### src/design/cwp_pkg.sv
// Package for the cube wire-frame projector: formats, widths, sine coefficients,
// register indexes and the cube edge table. No dependencies.
package cwp_pkg;

   localparam int ANGLE_BITS = 12;
   localparam int FRAC_BITS  = 14;

   localparam int SIN_W   = FRAC_BITS + 2;
   localparam int COORD_W = FRAC_BITS + 3;
   localparam int DEN_W   = FRAC_BITS + 8;
   localparam int NUM_W   = FRAC_BITS + 18;
   localparam int DS_W    = 13;
   localparam int MA_W    = FRAC_BITS + 9;
   localparam int MB_W    = (SIN_W > DS_W + 1) ? SIN_W : DS_W + 1;
   localparam int PR_W    = MA_W + MB_W;
   localparam int PIX_W   = 9;
   localparam int EDGES   = 12;

   localparam logic [3:0] LAST_EDGE = 4'(EDGES - 1);

   localparam logic [ANGLE_BITS-1:0] ANGLE_QUARTER = ANGLE_BITS'(1 << (ANGLE_BITS - 2));

   // Odd-power coefficients of the quarter-wave sine polynomial, Q30.
   localparam logic signed [31:0] SIN_A1 = 32'sd1686629713;
   localparam logic signed [31:0] SIN_A3 = -32'sd693598666;
   localparam logic signed [31:0] SIN_A5 = 32'sd85569306;
   localparam logic signed [31:0] SIN_A7 = -32'sd5026995;
   localparam logic signed [31:0] SIN_A9 = 32'sd172272;

   localparam logic [1:0] REG_CENTRE_X      = 2'd0;
   localparam logic [1:0] REG_CENTRE_Y      = 2'd1;
   localparam logic [1:0] REG_SCALE         = 2'd2;
   localparam logic [1:0] REG_VIEW_DISTANCE = 2'd3;

   typedef logic signed [SIN_W-1:0]   sin_type;
   typedef logic signed [COORD_W-1:0] coord_type;
   typedef logic signed [PIX_W-1:0]   pix_type;

   typedef struct packed {
      coord_type z;
      pix_type   px;
      pix_type   py;
   } corner_type;

   localparam coord_type COORD_ONE = COORD_W'(1 << FRAC_BITS);

   function automatic logic [2:0] edge_first(input logic [3:0] idx);
      case (idx)
         4'd0, 4'd3, 4'd8:  edge_first = 3'd0 + 3'(idx == 4'd3) * 3'd3;
         default:           edge_first = 3'd0;
      endcase
      case (idx)
         4'd0:    edge_first = 3'd0;
         4'd1:    edge_first = 3'd1;
         4'd2:    edge_first = 3'd2;
         4'd3:    edge_first = 3'd3;
         4'd4:    edge_first = 3'd4;
         4'd5:    edge_first = 3'd5;
         4'd6:    edge_first = 3'd6;
         4'd7:    edge_first = 3'd7;
         4'd8:    edge_first = 3'd0;
         4'd9:    edge_first = 3'd1;
         4'd10:   edge_first = 3'd2;
         4'd11:   edge_first = 3'd3;
         default: edge_first = 3'd0;
      endcase
   endfunction

   function automatic logic [2:0] edge_second(input logic [3:0] idx);
      case (idx)
         4'd0:    edge_second = 3'd1;
         4'd1:    edge_second = 3'd2;
         4'd2:    edge_second = 3'd3;
         4'd3:    edge_second = 3'd0;
         4'd4:    edge_second = 3'd5;
         4'd5:    edge_second = 3'd6;
         4'd6:    edge_second = 3'd7;
         4'd7:    edge_second = 3'd4;
         4'd8:    edge_second = 3'd4;
         4'd9:    edge_second = 3'd5;
         4'd10:   edge_second = 3'd6;
         4'd11:   edge_second = 3'd7;
         default: edge_second = 3'd0;
      endcase
   endfunction

endpackage

### src/design/cwp_sine.sv
// Iterative sine unit: quarter-wave odd polynomial evaluated by Horner steps
// on one registered 32x32 multiplier. Depends on cwp_pkg.
module cwp_sine
   import cwp_pkg::*;
(
   input  logic                  clock,
   input  logic                  reset,
   input  logic                  start,
   input  logic [ANGLE_BITS-1:0] angle,
   output logic                  done,
   output sin_type               value
);

   localparam logic [ANGLE_BITS-2:0] QUARTER = (ANGLE_BITS-1)'(1 << (ANGLE_BITS - 2));
   localparam logic signed [31:0]    Q30_ONE = 32'sd1 <<< 30;

   logic                  busy_ff, absorb_ff, done_ff;
   logic [2:0]            k_ff;
   logic [1:0]            quad_ff;
   logic signed [31:0]    t_ff, t2_ff, r_ff;
   logic signed [63:0]    prod_ff;
   logic [ANGLE_BITS-2:0] phase;
   logic signed [31:0]    t_in, opa, opb, tr_prod, coef;
   logic signed [63:0]    biased;
   logic [30:0]           r_clamp, r_round;
   logic [FRAC_BITS:0]    mag;

   assign phase = angle[ANGLE_BITS-2] ? QUARTER - {1'b0, angle[ANGLE_BITS-3:0]}
                                      : {1'b0, angle[ANGLE_BITS-3:0]};
   assign t_in  = {1'b0, phase, {(32 - ANGLE_BITS){1'b0}}};

   assign opa = (k_ff == 3'd0) ? t_ff : r_ff;
   assign opb = (k_ff == 3'd0 || k_ff == 3'd5) ? t_ff : t2_ff;

   // Product back to Q30, truncated toward zero.
   assign biased  = prod_ff + (prod_ff[63] ? 64'sd1073741823 : 64'sd0);
   assign tr_prod = biased[61:30];

   always_comb begin
      case (k_ff)
         3'd1:    coef = SIN_A7;
         3'd2:    coef = SIN_A5;
         3'd3:    coef = SIN_A3;
         default: coef = SIN_A1;
      endcase
   end

   always_ff @(posedge clock) begin
      done_ff <= 1'b0;
      if (reset) begin
         busy_ff   <= 1'b0;
         absorb_ff <= 1'b0;
         k_ff      <= 3'd0;
      end else if (start) begin
         busy_ff   <= 1'b1;
         absorb_ff <= 1'b0;
         k_ff      <= 3'd0;
         t_ff      <= t_in;
         quad_ff   <= angle[ANGLE_BITS-1:ANGLE_BITS-2];
      end else if (busy_ff) begin
         if (!absorb_ff) begin
            prod_ff   <= opa * opb;
            absorb_ff <= 1'b1;
         end else begin
            absorb_ff <= 1'b0;
            case (k_ff)
               3'd0:    begin
                  t2_ff <= tr_prod;
                  r_ff  <= SIN_A9;
               end
               3'd5:    r_ff <= tr_prod;
               default: r_ff <= coef + tr_prod;
            endcase
            if (k_ff == 3'd5) begin
               busy_ff <= 1'b0;
               done_ff <= 1'b1;
            end else begin
               k_ff <= k_ff + 3'd1;
            end
         end
      end
   end

   always_comb begin
      if (r_ff < 0) begin
         r_clamp = '0;
      end else if (r_ff > Q30_ONE) begin
         r_clamp = Q30_ONE[30:0];
      end else begin
         r_clamp = r_ff[30:0];
      end
   end

   assign r_round = r_clamp + 31'(1 << (29 - FRAC_BITS));
   assign mag     = r_round[30:30-FRAC_BITS];
   assign value   = quad_ff[1] ? -sin_type'({1'b0, mag}) : sin_type'({1'b0, mag});
   assign done    = done_ff;

endmodule

### config.mk
export PLATFORM = sky130hd
export DESIGN_NAME = cwp_sine
export DESIGN_NICKNAME = d
export VERILOG_FILES = /design/src/design/cwp_pkg.sv /design/src/design/cwp_sine.sv
export SDC_FILE = /design/constraint.sdc
export NUM_CORES = 2
export LEC_CHECK = 0
export BUFFER_PORTS_ARGS = -buffer_cell sky130_fd_sc_hd__buf_2
export CORE_ASPECT_RATIO = 1.2
export CORE_MARGIN = 5
export CORE_UTILIZATION = 26
export CTS_BUF_LIST = sky130_fd_sc_hd__clkbuf_2 sky130_fd_sc_hd__clkbuf_4 sky130_fd_sc_hd__clkbuf_8
export CTS_CLUSTER_SIZE = 16
export DETAILED_ROUTE_END_ITERATION = 10
export MAX_ROUTING_LAYER = met4
export PLACE_DENSITY_LB_ADDON = 0.15
export SLEW_MARGIN = 20
export SYNTH_ARGS = -nofsm -noshare
export SYNTH_HDL_FRONTEND = slang
export SYNTH_SLANG_ARGS = --single-unit
### constraint.sdc
create_clock -name clock -period 23.4 [get_ports clock]
set_input_delay 2.34 -clock clock [delete_from_list [all_inputs] [get_ports clock]]
set_output_delay 2.34 -clock clock [all_outputs]
set_load 0.02 [all_outputs]
* Word level (Yosys, flattened, before mapping)
Cells that the tools add are included.
Storage, ports and cells: bits in registers 147, bits of input ports 15, logic and storage cells 52
Cells by class: $add $sub $neg 6, multipliers 1, order comparisons 2, eq/ne operators 4, muxes and demuxes 15, bitwise operators 5, reduce and logical (&&, ||, !) cells 9
Operators with widths (number):
- $pmux 32 s3 | 1
- $mul 32x32->64 | 1
- $mux 32 | 2
- $pmux 32 s2 | 1
- $add 62x31->62 | 1
- $mux 31 | 2
- $add 32x32->32 | 1
- $gt 32x32->1 const B | 1
- $lt 32x1->1 const B | 1
- $add 31x16->31 const B | 1
- $mux 30 | 1
- $mux 16 | 1
- $neg 15->16 | 1
- $sub 11x10->11 const A | 1
- $mux 10 | 1
- $reduce_and 4->1 | 2
- $eq 3x2->1 const B | 2
- $mux 1 | 6
- $not 1->1 | 5
- $reduce_and 5->1 | 1
- $reduce_or 4->1 | 1
- $add 3x1->3 const B | 1
- $eq 3x1->1 const B | 1
- $eq 3x3->1 const B | 1
- 5 further kinds | 5

* Logic depth before layout (Yosys ltp)
depth after elaboration 6, depth in mapped cells 36, mapped depth without buffers 31

* Least setup slack after synthesis
Ideal clock, no wire load.
path kind register to register, from reg k_ff[0], to reg prod_ff[63], data pin, setup time 0.260 ns, arrival 9.471 ns, required time 23.140 ns, slack 13.669 ns, stages on the path, launching flop included 33, path buffers 5, path through dfxtp_1 -> inv_1 -> ha_1 -> nor2b_1 -> clkbuf_1 -> nor2_1 -> clkbuf_1 -> buf_1 -> clkbuf_1 -> clkbuf_1 -> and3_1 -> fa_1 -> fa_1 -> fa_1 -> fa_1 -> inv_1 -> fa_1 -> inv_1 -> fa_1 -> inv_1 -> fa_1 -> inv_1 -> fa_1 -> ha_1 -> a21o_1 -> a21oi_1 -> a21boi_0 -> o31a_1 -> o21a_1 -> or3b_2 -> o21ai_0 -> o21ai_0 -> xnor2_1
On the way: word-level cells in the longest chain between the ends 4
Ends and longest elaborated chain:
- start, declared | line cwp_sine.sv:18 | logic [2:0] k_ff;
- start signal, assigned | line cwp_sine.sv:78 | k_ff <= k_ff + 3'd1;
- $eq 3x3->1 / $logic_not 3->1 (equally long branches) | line cwp_sine.sv:33, cwp_sine.sv:32
- $logic_or 1x1->1 | line cwp_sine.sv:33 | assign opb = (k_ff == 3'd0 || k_ff == 3'd5) ? t_ff : t2_ff;
- $mux 32 | line cwp_sine.sv:33
- $mul 32x32->64 (*) | line cwp_sine.sv:62 | prod_ff <= opa * opb;
- end signal, assigned | line cwp_sine.sv:62
- end, declared | line cwp_sine.sv:21 | logic signed [63:0] prod_ff;
Mark *: on every way between the ends. The rest lies on a longest branch, timed or not. A chain may end at the register's enable or synchronous reset.

* Worst setup path in the final report
Ends and elaborated chain as after synthesis.

==> Flow_metrics.wiki <==
{| class="wikitable"
! Metric !! Value
|-
| Maximum clock frequency || 92.19 MHz
|-
| IO Port Bufs || 31
|-
| Endpoint kind of the worst setup timing path || flip-flop
|-
| Placer congestion estimate || 0.8429
|-
| Number of global-route vias before repair || 36120
|-
| CTS root buffer || sky130_fd_sc_hd__clkbuf_8
|-
| Nets@finish || 6115
|-
| Clock tree from TritonCTS || yes
|-
| Slowest stage cell on the critical path || sky130_fd_sc_hd__fa_1
|-
| Buffer and inverter count on the worst path || 8
|-
| Overall power of the completed layout || 2.797 mW
|-
| Worst Reg2Reg Path Length in Cells || 31
|-
| FFs w/ async S/R, synth || 0%
|-
| Number of buffers inserted to repair setup after CTS || 0
|-
| Final-report setup violation count || 0
|-
| Worst Hold Path Cells || 2
|-
| End of the worst register-to-register path || prod_ff[63]
|-
| Initial standard-cell utilization of the core || 26.12%
|-
| Most numerous cell on the critical path || sky130_fd_sc_hd__fa_1
|-
| Commonest cells after routing, fill and taps aside || sky130_fd_sc_hd__fa_1, sky130_fd_sc_hd__inv_1, sky130_fd_sc_hd__nand2_1
|-
| Instance count of the mapped netlist || ~4900
|-
| Post-synthesis instance area || 45080 um2
|-
| Hold violation count in the final report || 0
|-
| Synth unique cells || 80
|-
| Hold path startpoint || busy_ff
|-
| Largest stage delay, worst path || 1000 ps
|-
| Final period util || 46.35%
|-
| Floorplan die height || 466.2 um
|-
| Detailed placement HPWL || 132.5 mm
|-
| Clock Skew || 22.10 ps
|-
| First-pass GRT wire length || about 240 mm
|-
| Power density normalized to cell area || a little under 60 nW/um2
|-
| Number of cells upsized or downsized after cts || 0
|-
| Via count normalized by instance count || around 4.7
|-
| Final-layout setup total negative slack || 0 ps
|-
| Data required time of the worst path || about 24000 ps
|-
| Crit path max-delay family || adder cells
|-
| Cell row count || about 170
|-
| Post-Syn Nets || 6204
|-
| Primary flip-flop cell chosen by synthesis mapping || sky130_fd_sc_hd__edfxtp_1
|-
| IR drop worst, VDD || between 0.0001 and 0.00015 V
|-
| WHS Endpoint || absorb_ff
|-
| CP Class || flip-flop to flip-flop
|-
| Critical Path Source Type || flip-flop
|-
| Leakage power of the design || 23.88 nW
|-
| Cell count after placement || 7031
|-
| Initial antenna violation count || 6
|-
| Worst r2r src || k_ff[0]
|-
| TritonCTS buffer count || 17
|-
| Leading cell type in the layout, fill and taps excluded || sky130_fd_sc_hd__fa_1
|-
| Routed wire per std cell || 22.91 um
|-
| Flip-flop and latch count after synthesis || 145
|-
| Transition time of the tightest slew-check pin || 1162 ps
|-
| Non-filler instance count after layout || just over 7000
|-
| Post-placement worst setup slack || 12550 ps
|-
| Die area || 181900 um2
|-
| Aggregate routed wire length || between 150 and 200 mm
|-
| Data arrival at the endpoint of the critical path || around 11000 ps
|-
| Max-Slew Margin vs Limit || a little under a quarter
|-
| Post-route worst hold slack || 571.9 ps
|-
| Final critical delay including setup and external delays || 10850 ps
|-
| Count of TritonRoute iterations in the first routing pass || 5
|-
| Setup repair after global routing missed its margin || false
|-
| Top cell type's share of synthesized area || 48.09%
|-
| Largest cells by area after synthesis || sky130_fd_sc_hd__fa_1, sky130_fd_sc_hd__edfxtp_1, sky130_fd_sc_hd__inv_1, sky130_fd_sc_hd__ha_1, sky130_fd_sc_hd__nand2_1
|-
| Max-cap violations || 0
|-
| Sequential element share of the synthesized area || 9.525%
|-
| Count of antenna-violating nets left after detailed routing || 0
|-
| EDFF count, synth || about 140
|-
| All-layer global routing usage || 18.54%
|-
| CTS H-tree lvls || 4
|-
| Post-CTS clock slew at the launch and capture registers of the worst setup and hold paths || 100 ps
|-
| Initial DRC Count || 1866
|-
| Number of pins with negative max-slew slack in the final report || 0
|-
| Clock Path Buffers || 2
|-
| Latest clock arrival within the worst-skew pair || 550 ps
|-
| Mapped Avg Cell Area || 9.280 um2
|-
| Area of the core region || 172600 um2
|-
| Type of the worst min-delay path || flip-flop to flip-flop
|-
| I/O pin total || 32
|-
| Clock sink total || ~150
|-
| Detailed-route via count || 33220
|-
| Horizontal extent of the die || 390.1 um
|-
| Max Fanout on Critical Path || between 150 and 200
|-
| Outcome || finished clean
|-
| Layout overhead on the synthesized area || 7.402%
|-
| Overflow after GRT || 0
|-
| DRC violations left || 0
|-
| Largest net degree at the start of global routing || around 190
|-
| Synth warnings || 0
|-
| Slack of the worst reg-to-reg path || 12550 ps
|-
| Largest area contributor in the netlist || sky130_fd_sc_hd__fa_1
|-
| Number of hold buffers added after CTS || 0
|-
| Slack of the critical path || 12550 ps
|-
| Layout cells sized above 1 || 4.601%
|}
[report_power, final]
group | switching [mW] | total [mW] | internal [mW] | leakage [nW]
registers | 0.0192 | 0.394 | 0.375 | 1.32
logic | 1.33 | 2.20 | 0.867 | 22.4
clock network | 0.117 | 0.203 | 0.0860 | 0.180
[final cells by class]
class | count | area, um2
antenna | 2 | 5.005
clock buffer | 18 | 241.5
clock inverter | 14 | 131.4
fill | 18700 | 124200
inverter | 979 | 3675
multi-input combinational | 3491 | 36270
sequential | 145 | 4294
tap | 2281 | 2854
timing repair buffer | 135 | 948.4
[metal layers]
layer / GRT usage, % / share of wire [%] / vias up
met2: 34.07 / 54 / 564
met5: - / 0 / -
met1: 22.44 / 41 / 17820
li1: - / - / 14710
met3: 1.494 / 2.9 / 121
met4: 3.435 / 2.1 / 0
[worst max path at each step]
| stage | slack (ps) | depth (start not counted) | from | end |
|---|---|---|---|---|
| 2_1_floorplan | 13670 | 32 | k_ff[0] | prod_ff[63] |
| 3_3_place_gp | 12620 | 31 | k_ff[0] | prod_ff[63] |
| 3_5_place_dp | 12550 | 31 | k_ff[1] | prod_ff[63] |
| 4_1_cts | 12500 | 31 | k_ff[1] | prod_ff[63] |
| 5_1_grt | 11960 | 31 | k_ff[1] | prod_ff[63] |
| 6_report | 12550 | 31 | k_ff[0] | prod_ff[63] |
[cells by family after synthesis]
| family | Yosys count | synth area share, % |
|---|---|---|
| buffers and inverters | 1222 | 10.21 |
| AOI/OAI and AO/OA | 388 | 5.706 |
| and+or+nand+nor | 1603 | 16.22 |
| adders and majority gates | 1331 | 54.97 |
| DFF | 145 | 9.525 |
| xor gates and xnor gates | 145 | 2.817 |
| muxes | 24 | 0.5440 |
[state kept, by name, indices dropped and copies added (netlist names)]
| register | cells |
|---|---|
| r_ff | 32 |
| prod_ff | 63 |
| k_ff | 3 |
| absorb_ff | 1 |
| t_ff | 11 |
| busy_ff | 1 |
| t2_ff | 32 |
| quad_ff | 1 |
| done | 1 |
[synthesized netlist by cell type, types with 17 or more instances]
| cell type | number |
|---|---|
| sky130_fd_sc_hd__inv_1 | 979 |
| sky130_fd_sc_hd__nand4_1 | 39 |
| sky130_fd_sc_hd__a21oi_1 | 103 |
| sky130_fd_sc_hd__xor2_1 | 43 |
| sky130_fd_sc_hd__xnor2_1 | 102 |
| sky130_fd_sc_hd__edfxtp_1 | 139 |
| sky130_fd_sc_hd__a31oi_1 | 17 |
| sky130_fd_sc_hd__nor2_1 | 390 |
| sky130_fd_sc_hd__nor2b_1 | 39 |
| sky130_fd_sc_hd__nand2_1 | 672 |
| sky130_fd_sc_hd__ha_1 | 248 |
| sky130_fd_sc_hd__and2_1 | 28 |
| sky130_fd_sc_hd__a21o_1 | 57 |
| sky130_fd_sc_hd__o21ai_0 | 72 |
| sky130_fd_sc_hd__fa_1 | 1083 |
| sky130_fd_sc_hd__nand3_1 | 74 |
| sky130_fd_sc_hd__nor3_1 | 34 |
| sky130_fd_sc_hd__clkbuf_1 | 229 |
| sky130_fd_sc_hd__and3_1 | 251 |
| sky130_fd_sc_hd__mux2i_1 | 20 |
[tightest hold or removal path, cell delays in order, from the launching register on]
cell                      delay [ps]
sky130_fd_sc_hd__dfxtp_1         360
sky130_fd_sc_hd__xnor2_1         140
sky130_fd_sc_hd__nor3_1           40
[stage by stage]
stage,instance area (um2),util (%)
after global routing,48410,28.05
after CTS,48410,28.05
final,48420,28.05
after floorplan,45080,-
after detailed placement,48040,27.83
after global placement,48030,27.83
Note: power is estimated with default switching activity, not from simulation.
