[src/design/cwp_pkg.sv]
// Package for the cube wire-frame projector: formats, widths, sine coefficients,
// register indexes and the cube edge table. No dependencies.
package cwp_pkg;

   localparam int ANGLE_BITS = 12;
   localparam int FRAC_BITS  = 14;

   localparam int SIN_W   = FRAC_BITS + 2;
   localparam int COORD_W = FRAC_BITS + 3;
   localparam int DEN_W   = FRAC_BITS + 8;
   localparam int NUM_W   = FRAC_BITS + 18;
   localparam int DS_W    = 13;
   localparam int MA_W    = FRAC_BITS + 9;
   localparam int MB_W    = (SIN_W > DS_W + 1) ? SIN_W : DS_W + 1;
   localparam int PR_W    = MA_W + MB_W;
   localparam int PIX_W   = 9;
   localparam int EDGES   = 12;

   localparam logic [3:0] LAST_EDGE = 4'(EDGES - 1);

   localparam logic [ANGLE_BITS-1:0] ANGLE_QUARTER = ANGLE_BITS'(1 << (ANGLE_BITS - 2));

   // Odd-power coefficients of the quarter-wave sine polynomial, Q30.
   localparam logic signed [31:0] SIN_A1 = 32'sd1686629713;
   localparam logic signed [31:0] SIN_A3 = -32'sd693598666;
   localparam logic signed [31:0] SIN_A5 = 32'sd85569306;
   localparam logic signed [31:0] SIN_A7 = -32'sd5026995;
   localparam logic signed [31:0] SIN_A9 = 32'sd172272;

   localparam logic [1:0] REG_CENTRE_X      = 2'd0;
   localparam logic [1:0] REG_CENTRE_Y      = 2'd1;
   localparam logic [1:0] REG_SCALE         = 2'd2;
   localparam logic [1:0] REG_VIEW_DISTANCE = 2'd3;

   typedef logic signed [SIN_W-1:0]   sin_type;
   typedef logic signed [COORD_W-1:0] coord_type;
   typedef logic signed [PIX_W-1:0]   pix_type;

   typedef struct packed {
      coord_type z;
      pix_type   px;
      pix_type   py;
   } corner_type;

   localparam coord_type COORD_ONE = COORD_W'(1 << FRAC_BITS);

   function automatic logic [2:0] edge_first(input logic [3:0] idx);
      case (idx)
         4'd0, 4'd3, 4'd8:  edge_first = 3'd0 + 3'(idx == 4'd3) * 3'd3;
         default:           edge_first = 3'd0;
      endcase
      case (idx)
         4'd0:    edge_first = 3'd0;
         4'd1:    edge_first = 3'd1;
         4'd2:    edge_first = 3'd2;
         4'd3:    edge_first = 3'd3;
         4'd4:    edge_first = 3'd4;
         4'd5:    edge_first = 3'd5;
         4'd6:    edge_first = 3'd6;
         4'd7:    edge_first = 3'd7;
         4'd8:    edge_first = 3'd0;
         4'd9:    edge_first = 3'd1;
         4'd10:   edge_first = 3'd2;
         4'd11:   edge_first = 3'd3;
         default: edge_first = 3'd0;
      endcase
   endfunction

   function automatic logic [2:0] edge_second(input logic [3:0] idx);
      case (idx)
         4'd0:    edge_second = 3'd1;
         4'd1:    edge_second = 3'd2;
         4'd2:    edge_second = 3'd3;
         4'd3:    edge_second = 3'd0;
         4'd4:    edge_second = 3'd5;
         4'd5:    edge_second = 3'd6;
         4'd6:    edge_second = 3'd7;
         4'd7:    edge_second = 3'd4;
         4'd8:    edge_second = 3'd4;
         4'd9:    edge_second = 3'd5;
         4'd10:   edge_second = 3'd6;
         4'd11:   edge_second = 3'd7;
         default: edge_second = 3'd0;
      endcase
   endfunction

endpackage

[src/design/cwp_div.sv]
// Restoring divider for the perspective divide, one quotient bit per cycle,
// truncating toward zero and saturating to the 9-bit screen range. Depends on cwp_pkg.
module cwp_div
   import cwp_pkg::*;
(
   input  logic                    clock,
   input  logic                    reset,
   input  logic                    start,
   input  logic signed [NUM_W-1:0] num,
   input  logic [DEN_W-1:0]        den,
   output logic                    done,
   output pix_type                 quotient
);

   localparam int W = NUM_W + 1;

   logic                 busy_ff, done_ff, neg_ff, ovf_ff;
   logic [3:0]           cnt_ff;
   logic [W-1:0]         rem_ff, dsh_ff;
   logic [8:0]           qm_ff;
   logic [NUM_W-1:0]     mag;
   logic                 fits;
   logic [8:0]           m;
   logic signed [9:0]    q_wide;

   assign mag  = num[NUM_W-1] ? NUM_W'(-num) : NUM_W'(num);
   assign fits = rem_ff >= dsh_ff;

   always_ff @(posedge clock) begin
      done_ff <= 1'b0;
      if (reset) begin
         busy_ff <= 1'b0;
         cnt_ff  <= 4'd0;
      end else if (start) begin
         busy_ff <= 1'b1;
         cnt_ff  <= 4'd0;
         neg_ff  <= num[NUM_W-1];
         ovf_ff  <= W'(mag) >= W'({den, 9'd0});
         rem_ff  <= W'(mag);
         dsh_ff  <= W'({den, 8'd0});
         qm_ff   <= '0;
      end else if (busy_ff) begin
         if (fits) begin
            rem_ff <= rem_ff - dsh_ff;
         end
         qm_ff  <= {qm_ff[7:0], fits};
         dsh_ff <= dsh_ff >> 1;
         if (cnt_ff == 4'd8) begin
            busy_ff <= 1'b0;
            done_ff <= 1'b1;
         end else begin
            cnt_ff <= cnt_ff + 4'd1;
         end
      end
   end

   assign m = ovf_ff ? 9'h1FF : qm_ff;

   always_comb begin
      if (neg_ff) begin
         q_wide = (m > 9'd256) ? -10'sd256 : -$signed({1'b0, m});
      end else begin
         q_wide = (m > 9'd255) ? 10'sd255 : $signed({1'b0, m});
      end
   end

   assign quotient = PIX_W'(q_wide);
   assign done     = done_ff;

endmodule

[config.mk]
export PLATFORM = sky130hd
export DESIGN_NAME = cwp_div
export DESIGN_NICKNAME = d
export VERILOG_FILES = /design/src/design/cwp_pkg.sv /design/src/design/cwp_div.sv
export SDC_FILE = /design/constraint.sdc
export NUM_CORES = 1
export LEC_CHECK = 0
export ABC_AREA = 1
export BUFFER_PORTS_ARGS = -buffer_cell sky130_fd_sc_hd__buf_2
export CAP_MARGIN = 20
export CORE_MARGIN = 4
export CORE_UTILIZATION = 60
export DETAILED_ROUTE_END_ITERATION = 12
export GPL_ROUTABILITY_DRIVEN = 1
export PLACE_DENSITY = 0.8
export SETUP_SLACK_MARGIN = 0.2
export SYNTH_ARGS = -nofsm -noshare
export SYNTH_HDL_FRONTEND = slang
export SYNTH_SLANG_ARGS = --single-unit
[constraint.sdc]
create_clock -name clock -period 3.2 [get_ports clock]
set_input_delay 0.16 -clock clock [delete_from_list [all_inputs] [get_ports clock]]
set_output_delay 0.16 -clock clock [all_outputs]
set_load 0.02 [all_outputs]
# == Word level (Yosys, flattened, before mapping) ==
# Index checks and enable logic that the tools add are counted.
# word_totals
wordCells,45
input_bits,57
output_inout_bits,10
register_bits,82
# op_classes
addsub,4
eq_ne,1
mux,15
order_cmp,4
reduce_logical,8
bitwise,3
# op_table
cell,n
two-way mux 32 bit,3
two-way mux 33 bit,2
two-way mux 9 bit,5
>= comparator 33 x 32 -> 1 bit,1
subtractor 33 x 32 -> 33 bit,1
>= comparator 32 x 31 -> 1 bit,1
negator 32 bit,1
two-way mux 30 bit,1
> comparator 9 x 8 -> 1 bit (second input constant),1
> comparator 9 bit (second input constant),1
negator 9 bit,1
AND reduction 2 bit,3
adder 4 x 1 -> 4 bit (second input constant),1
== test 4 bit (second input constant),1
two-way mux 1 bit,4
nonzero test 2 bit,2
NOT 1 bit,3
AND reduction 3 bit,1
OR reduction 3 bit,1
OR reduction 2 bit,1

# == Logic depth before layout (Yosys ltp) ==
# Gate-level depths: netlist (run 1).
# depth
word_depth,4
ltp_mapped,22
depth_no_buf,22

# == Worst setup path before layout (run 1) ==
# OpenSTA, ideal clock, no wires.
# synth_path
kind,register to register
startpoint,register rem_ff[3]
endpoint,register rem_ff[0] (enable)
setup_slack_ps,612
t_arrival_ps,2198
setup_ps,391
path_buffers,0
required_time_ps,2809
stages_incl_launch_ff,14
period_less_slack_ps,2588
cell_sequence,edfxtp_1 -> ha_1 -> nand2_1 -> nor2_1 -> nand2_1 -> inv_1 -> nand2_1 -> nand3_1 -> nand2_1 -> nand2_1 -> nand2_1 -> nand2_1 -> nand2_1 -> nand2_1
# synth_between
elab_chain_cells,3
# synth_lines
element,line,text
"start, declared",cwp_div.sv:19,"logic [W-1:0] rem_ff, dsh_ff;"
"start signal, assigned",cwp_div.sv:39,rem_ff <= W'(mag);
"start signal, assigned",cwp_div.sv:44,rem_ff <= rem_ff - dsh_ff;
>= comparator 33 x 32 -> 1 bit,cwp_div.sv:27,assign fits = rem_ff >= dsh_ff;
nonzero test 2 bit (no line),-,
AND reduction 3 bit (no line),-,
# Every way passes these cells.
# A chain may end at the register's enable or synchronous reset.

# == Worst setup path in the final report (run 1) ==
# layout_path
startpoint,register ovf_ff
endpoint,output port quotient[6]
# layout_between
elab_chain_cells,4
word_cells_on_any_way,7
classes_between,add/sub (1); order compare (2); mux (4)
# layout_lines
element,line,text
"start, declared",cwp_div.sv:17,"logic busy_ff, done_ff, neg_ff, ovf_ff;"
"start signal, assigned",cwp_div.sv:38,"ovf_ff <= W'(mag) >= W'({den, 9'd0});"
two-way mux 9 bit (*),cwp_div.sv:57,assign m = ovf_ff ? 9'h1FF : qm_ff;
"negator 9 bit, or another cell as far along",cwp_div.sv:61,"q_wide = (m > 9'd256) ? -10'sd256 : -$signed({1'b0, m});"
two-way mux 9 bit (on tied branches),"cwp_div.sv:61, cwp_div.sv:63",
two-way mux 9 bit (*),cwp_div.sv:60,if (neg_ff) begin
"end, declared",cwp_div.sv:12,output pix_type quotient
# Every way passes the cells marked *; elsewhere a longest branch is shown, timed or not.

==> impl_metrics.toml, run 1 <==
[placement]
dpl.hpwl_mm = 16.95
port_buffers = 66
place_congestion = 0.9717

[floorplan]
fp.dieW_um = 122.2
rows = 41
io_pins = 67
die_area_mm2 = 0.01494
core_mm2 = 0.01267
die_y_um = 122.2
initial_utilization_pct = 61.77

[timing]
skew_ps = 9.999
fmax_ghz = 0.3640
rsz0062_at_grt = "false"
final-hold-violation-count = 0
setup_viol = 0
setup_tns_ps = 0
finalCriticalPeriod_ps = 2748
worst_pin_slew_ps = 1028
min_period_over_period_pct = 85.86
slew_headroom_pct = 31.20
drv_slew = 0

[cts]
cts-root-buf = "clkbuf_16"
cts_setup_buffers = 0
numCtsBuffers = 9
cts_tree = "done"
clk_latency_ps = 360
cts_resized = 0
cts_num_sinks = 80
htreeDepth = 3
cts_hold_buffers = 0
clockBufferDepth = 2
clk_pin_slew_ps = 70

[worst_hold_path]
hp-class = "in -> reg"

[logic_synthesis]
ys.warnings.count = 0
ys_seq_area_share_pct = 29.93
synthArstFlopShare_pct = 0
synth_area_mm2 = 0.007826
synth_cells = 1220
syn_area_per_cell_um2 = 6.415
synthFlopType = "edfxtp_1"
synth_edf_count = 74
synth_cell_types = 44
synth_nets = 1335
ys_seq_elements = 80

[layout]
ff_latch_area_mm2 = 0.002342
fin_nets = 1398
layout-drive-gt1-share_pct = 9.239
n_fill_cell = 1193
diodes = 0
synthToLayoutAreaGrowth_pct = 10.66
multi_input_area_mm2 = 0.004476

[grt]
gr-total-overflow = 0
grtUsageTotal_pct = 29.15
antenna_found_initial = 0
grt_pass1_wl_mm = 34.00
grt_pass1_vias = 7133
grt_start_max_net_pins = 99

[worst_setup_path]
critPathCaptureType = "primary output"
reg2reg_depth = 10
r2r_end = "rem_ff[11]"
crit_required_ps = 3040
worstSetupStartpoint = "ovf_ff"
r2r_setup_slack_ps = 650
cp.arrival_ps = 2590
reg2reg_from = "rem_ff[9]"
crit_end = "quotient[6]"
crit_type = "reg -> out"
critPathLaunchType = "flip-flop"
worstPathMaxFanout = 9

[routing]
drt-pass1-iter-count = 5
vias_per_cell = 5.307
wl_mm = 21.21
wl_per_cell_um = 14.53
first_iter_violations = 722
route.vias.total = 7748
drtAntennaViolNets = 0
route.detailed.drc = 0

[pwr]
power_mw = 3.969
power.density_mw_per_mm2 = 458.3
leakage_nw = 4.670
max-vdd-ir-drop_v = 0.0002778

[job]
maxCapViolCount = 0

[status]
status = "finished, final reports clean"
## worst max-delay path: stages (launching register included)
cell	delay (ps)
edfxtp_1	610
nor2_1	320
ha_1	200
inv_1	80
nor3_4	240
nand3_2	140
nor2_2	110
nor2_1	60
nor2_2	170
nand3b_1	90
nand2_1	60
buf_2	150
## per-layer routing
| metal | wire length [um] | up-vias | global-route usage (%) |
|---|---|---|---|
| li1 | - | 3941 | - |
| met1 | 9665 | 3505 | 40.53 |
| met2 | 9579 | 261 | 46.65 |
| met3 | 1359 | 41 | 4.654 |
| met4 | 605 | 0 | 9.587 |
| met5 | 0 | - | 0 |
## logic make-up (layout without fill, tap and decap cells)
kind of cell    after synthesis  after routing  synth area share [%]
xor+xnor                     28             28                 3.421
compound gates              104            104                 7.115
fa+ha+maj                    58             58                 9.368
simple gates                689            689                 37.25
flops                        80             80                 29.93
buf+inv                     261            329                 12.92
## sequential cells by signal (all words and copies together), names as in the netlist
| register | flops |
|---|---|
| dsh_ff | 30 |
| neg_ff | 1 |
| done | 1 |
| ovf_ff | 1 |
| qm_ff | 9 |
| rem_ff | 33 |
| busy_ff | 1 |
| cnt_ff | 4 |
## layout by cell type (no fill, tap or decap), types with 10 or more instances in the layout
master,n
nand3b_1,10
o21ai_0,51
nor2_1,120
nand2_1,412
nor3_1,11
nand3_1,86
inv_1,241
a21oi_1,40
edfxtp_1,74
ha_1,57
xor2_1,14
buf_2,66
xnor2_1,11
nand4_1,16
## Yosys cell counts, drive strengths merged, types with 6 or more instances
library cell,n,share of area [%]
buf,7,0.61
nand3b,10,0.96
xor2,17,2.2
nor2,130,6.8
ha,57,9.1
clkbuf,12,0.70
dfxtp,6,1.5
nand2,416,20
xnor2,11,1.2
nor3,12,0.91
o21ai,54,3.6
a21oi,40,2.6
edfxtp,74,28
inv,242,12
or2,8,0.64
nand3,88,5.9
nand4,16,1.3
## worst min-delay path by stage
stage	to	start	slack (ps)	cells past startpoint
final	busy_ff	reset	70	2
after global routing	busy_ff	reset	60	2
after CTS	busy_ff	reset	60	2
after detailed placement	busy_ff	reset	430	2
after global placement	busy_ff	reset	410	2
after floorplan	busy_ff	reset	230	1
## per-stage QoR
| stage | worst slack [ps] | cells | hold slack (ps) | utilization, % | instance area [um2] |
|---|---|---|---|---|---|
| finish | 452.5 | 1460 | 67.90 | 68.35 | 8661 |
| global route | 271.7 | 1460 | 58.66 | 68.35 | 8661 |
| CTS | 452.1 | 1460 | 56.08 | 68.35 | 8661 |
| detailed placement | 425.1 | 1444 | 425.9 | 65.58 | 8309 |
| global placement | 535.5 | 1444 | 414.8 | 65.58 | 8309 |
| floorplan | 611.5 | 1220 | 229.1 | - | 7826 |
## power breakdown
part / switching [mW] / internal [mW] / leakage, nW
combinational: 0.938 / 0.474 / 3.73
clock: 0.461 / 0.773 / 0.169
sequential: 0.0440 / 1.28 / 0.769
total: 1.44 / 2.53 / 4.67
## layout make-up
type / instances / share of cell area (%)
clock inverter: 7 / 1.459
sequential: 80 / 27.04
tap: 172 / 2.485
clock buffer: 9 / 2.600
inverter: 242 / 10.49
multi-input combinational: 879 / 51.68
timing repair buffer: 71 / 4.247
Note: power is estimated with default switching activity, not from simulation.
==> run 2, diff against run 1 <==
Clock period 3.2 ns to 3 ns, I/O delays scaled along.
==> run 2 against run 1 <==
- sequential cell count unchanged
- critical path depth unchanged
- die area is the same
- largest power group unchanged
- largest cell class unchanged
- clock power up 7%
- sequential power up 7%
==> impl_metrics.toml, run 2 (synthesis gave the netlist of run 1 again) <==
[worst_setup_path]
reg2reg_depth = 14
worstPathMaxFanout = 5
reg2reg_from = "rem_ff[3]"
crit_type = "reg -> out"
r2r_setup_slack_ps = 440
cp.arrival_ps = 2450
crit_family = "simple AND/OR/NAND/NOR gates"
critPathCaptureType = "primary output"
critPathLaunchType = "flip-flop"
r2r_end = "rem_ff[17]"
worstSetupStartpoint = "ovf_ff"
worst-path-stages = 11
cp_slowest_cell = "edfxtp_1"
path_cells = "nor2_1, ha_1, inv_1, nor3_4, nand3_2, nor2_2, nor2_1, nor2_2, nand3b_1, nand2_1, buf_2"
slowest_delay_ps = 520
critPathBufInv = 2
crit_required_ps = 2850

[pwr]
seqPwrFrac_pct = 33.2
max-vdd-ir-drop_v = 0.0002960
p_int_mw = 2.700
power.density_mw_per_mm2 = 488.1
leakage_nw = 4.689
p_sw_mw = 1.545
p_clk_share_pct = 31.1
swShare_pct = 36.40
comb_power_share_pct = 35.8

[layout]
layout_common_cells = "412 x nand2_1, 241 x inv_1, 120 x nor2_1"
synthToLayoutAreaGrowth_pct = 11.11
layout-drive-gt1-share_pct = 9.450
diodes = 0
largestRegisters = "rem_ff: 33 flops, dsh_ff: 30 flops, qm_ff: 9 flops"
fin_nets = 1401
final_common_cell = "nand2_1"
largest_register_ff_count = 33
n_fill_cell = 1187
top_register = "rem_ff"

[timing]
finalCriticalPeriod_ps = 2597
fmax_ghz = 0.3851
drv_slew = 0
setup_tns_ps = 0
rsz0062_at_grt = "false"
min_period_over_period_pct = 86.56
skew_ps = 11.12
final-hold-violation-count = 0
setup_viol = 0
slew_headroom_pct = 34.71
worst_pin_slew_ps = 975.9
setup_slack_ps = 403.1

[worst_hold_path]
whs_endpoint = "busy_ff"
hold_depth = 2
hp-class = "in -> reg"
holdCritStartpoint = "reset"

[cts]
clockBufferDepth = 2
cts-root-buf = "clkbuf_16"
cts_resized = 0
cts_tree = "done"
clk_latency_ps = 350
cts_setup_buffers = 0
cts_num_sinks = 80
numCtsBuffers = 9
cts_hold_buffers = 0
clk_pin_slew_ps = 60
htreeDepth = 3

[grt]
antenna_found_initial = 0
grt_start_max_net_pins = 99
grt.met1_usage_pct = 40.27
grt_pass1_wl_mm = 33.77
busiest_layer = "met2"
grt_pass1_vias = 7118
globalRouteMet3Util_pct = 3.825
met2_usage_pct = 46.17
gr-total-overflow = 0
grtUsageTotal_pct = 28.85

[placement]
dpl.hpwl_mm = 16.98
place_congestion = 0.9697
port_buffers = 66
pre_cts_ws_ps = 340.1

[job]
maxCapViolCount = 0

[routing]
first_iter_violations = 703
wl_per_cell_um = 14.43
vias_per_cell = 5.310
drtAntennaViolNets = 0
route.detailed.drc = 0
drt-pass1-iter-count = 6
wl_mm = 21.12
route.vias.total = 7769

[floorplan]
initial_utilization_pct = 61.77
die_y_um = 122.2
io_pins = 67
fp.dieW_um = 122.2
rows = 41
core_mm2 = 0.01267
die_area_mm2 = 0.01494

[status]
status = "finished, final reports clean"
-- run 2: final cells by class --
type,instances,area [um2],share of cell area (%)
inverters,242,908.4,10.45
clock inverters,7,126.4,1.453
clock buffers,9,225.2,2.590
well taps,172,215.2,2.475
multi-input cells,879,4476,51.47
repair buffers,74,402.9,4.633
flip-flops and latches,80,2342,26.94
-- run 2: worst max path at each step --
stage	to	slack (ps)
3_5_place_dp	ovf_ff	340
2_1_floorplan	rem_ff[0]	410
3_3_place_gp	ovf_ff	420
4_1_cts	quotient[6]	260
6_report	quotient[6]	400
5_1_grt	rem_ff[10]	210
-- run 2: power groups by stage --
stage | clock, mW | sequential [mW] | combinational, mW
2_1_floorplan | 0 | 1.42 | 1.09
3_3_place_gp | 0 | 1.43 | 1.45
3_5_place_dp | 0 | 1.43 | 1.47
4_1_cts | 1.32 | 1.41 | 1.49
5_1_grt | 1.37 | 1.42 | 1.71
6_report | 1.32 | 1.41 | 1.52
-- run 2: metal layers --
layer / share of wire, % / up-vias
li1: - / 3949
met1: 45 / 3435
met2: 44 / 340
met3: 8.1 / 45
met4: 2.9 / 0
met5: 0 / -
-- run 2: stage by stage --
step	total power, mW	std cells	hold WS [ps]	utilization (%)	area [um2]
CTS	4.222	1462	39.37	68.57	8688
finish	4.245	1463	53.50	68.63	8696
global placement	2.878	1446	397.6	65.79	8337
detailed placement	2.905	1446	404.4	65.79	8337
global route	4.497	1463	68.21	68.63	8696
floorplan	2.502	1220	219.1	-	7826
==> run 3, diff against run 2 <==
Settings changed: CORE_ASPECT_RATIO set to 1.5.
==> run 3 against run 2 <==
- power fell by 2.8%
- die area rose by 0.25%
- via count rose by 1.2%
- clock power fell by 8%
- critical path type unchanged
==> impl_metrics.toml, run 3 (synthesis gave the netlist of run 1 again) <==
[worst_setup_path]
critPathCaptureType = "primary output"
worstSetupStartpoint = "ovf_ff"
crit_type = "reg -> out"
cp.arrival_ps = 2480
reg2reg_depth = 12
reg2reg_from = "rem_ff[24]"
critPathLaunchType = "flip-flop"
r2r_end = "rem_ff[17]"
r2r_setup_slack_ps = 430
crit_end = "quotient[6]"
worstPathMaxFanout = 7
crit_required_ps = 2850

[pwr]
leakage_nw = 4.682
p_int_mw = 2.631
p_clk_share_pct = 29.4
swShare_pct = 36.21
seqPwrFrac_pct = 34.2
p_sw_mw = 1.494
comb_power_share_pct = 36.4
power.density_mw_per_mm2 = 476.9
max-vdd-ir-drop_v = 0.0002915

[routing]
drt-pass1-iter-count = 5
wl_per_cell_um = 14.37
route.detailed.drc = 0
vias_per_cell = 5.429
drtAntennaViolNets = 0
first_iter_violations = 572
route.vias.total = 7861
wl_mm = 20.81

[timing]
rsz0062_at_grt = "false"
setup_slack_ps = 367.5
finalCriticalPeriod_ps = 2632
skew_ps = 8.202
min_period_over_period_pct = 87.75
drv_slew = 0
setup_viol = 0
fmax_ghz = 0.3799
worst_pin_slew_ps = 872.6
final-hold-violation-count = 0
slew_headroom_pct = 41.82
setup_tns_ps = 0

[grt]
grt_start_max_net_pins = 99
gr-total-overflow = 0
grt_pass1_wl_mm = 33.98
grt_pass1_vias = 7594
grtUsageTotal_pct = 28.59
antenna_found_initial = 0

[floorplan]
die_y_um = 147.9
core_mm2 = 0.01264
die_area_mm2 = 0.01497
rows = 50
io_pins = 67
initial_utilization_pct = 61.93
fp.dieW_um = 101.3

[cts]
htreeDepth = 3
cts_tree = "done"
clk_latency_ps = 350
numCtsBuffers = 9
cts_num_sinks = 80
clk_pin_slew_ps = 70
clockBufferDepth = 2
cts-root-buf = "clkbuf_16"

[worst_hold_path]
hp-class = "in -> reg"
holdCritStartpoint = "reset"
hold_depth = 2

[status]
status = "finished, final reports clean"

[layout]
largest_register_ff_count = 33
layout-drive-gt1-share_pct = 9.443
diodes = 0
synthToLayoutAreaGrowth_pct = 10.50
instances_no_fill = 1448
largestRegisters = "rem_ff: 33 flops, dsh_ff: 30 flops, qm_ff: 9 flops"
layout_common_cells = "413 x nand2_1, 241 x inv_1, 119 x nor2_1"
final_common_cell = "nand2_1"
n_fill_cell = 1157
top_register = "rem_ff"
fin_nets = 1402
utilization_pct = 68.44

[placement]
place_inst = 1429
dpl.hpwl_mm = 16.84
place_congestion = 1.028
port_buffers = 66
pre_cts_ws_ps = 149.2

[job]
maxCapViolCount = 0
run 3: changes by cell type in the layout (fill, tap and decap cells not counted), sizes merged:
cell and delta:
clkinvlp -1, clkbuf +1, buf +1, bufinv -1
clkinv +1
run 3: what timing repair did:
action	CTS	global route
setup endpoints to repair	0	6
resized for setup	0	1
buffers inserted	0	3
hold buffers	0	0
run 3: power by group through the flow:
stage                     combinational [mW]  clock, mW  sequential (mW)
after global placement                  1.43          0             1.43
after global routing                    1.70       1.26             1.42
final                                   1.50       1.21             1.41
after floorplan                         1.09          0             1.42
after CTS                               1.47       1.22             1.41
after detailed placement                1.46          0             1.43
run 3: worst min-delay path by stage:
stage,endpoint,slack [ps]
2_1_floorplan,busy_ff,220
3_3_place_gp,busy_ff,380
3_5_place_dp,busy_ff,390
4_1_cts,busy_ff,20
5_1_grt,busy_ff,40
6_report,busy_ff,20
run 3: metrics by stage:
stage / instance area, um2 / power, mW / hold WS, ps
2_1_floorplan: 7826 / 2.502 / 219.1
3_3_place_gp: 8294 / 2.856 / 382.7
3_5_place_dp: 8294 / 2.893 / 391.2
4_1_cts: 8623 / 4.104 / 23.17
5_1_grt: 8648 / 4.382 / 42.08
6_report: 8648 / 4.125 / 23.82
run 3: final cells by class:
cell class | count | area (um2) | share of cell area, %
inverters | 242 | 908.4 | 10.50
flip-flops and latches | 80 | 2342 | 27.08
multi-input cells | 879 | 4476 | 51.75
clock inverters | 6 | 90.09 | 1.042
well taps | 156 | 195.2 | 2.257
repair buffers | 75 | 397.9 | 4.601
clock buffers | 10 | 239.0 | 2.763
run 3: layer usage:
metal	global-route usage, %	up-vias	wire length [um]
met5	0	-	0
met4	14.90	0	1089
met3	3.494	81	1230
met2	50.46	316	10400
met1	33.14	3516	8090
li1	-	3948	-
run 3: critical path: stages (launching register included):
cell,delay (ps)
edfxtp_1,530
nor2_1,240
ha_1,170
inv_1,80
nor3_4,240
nand3_2,130
nor2_2,150
nor2_1,80
nor2_2,190
nand3b_1,90
nand2_1,70
buf_2,150
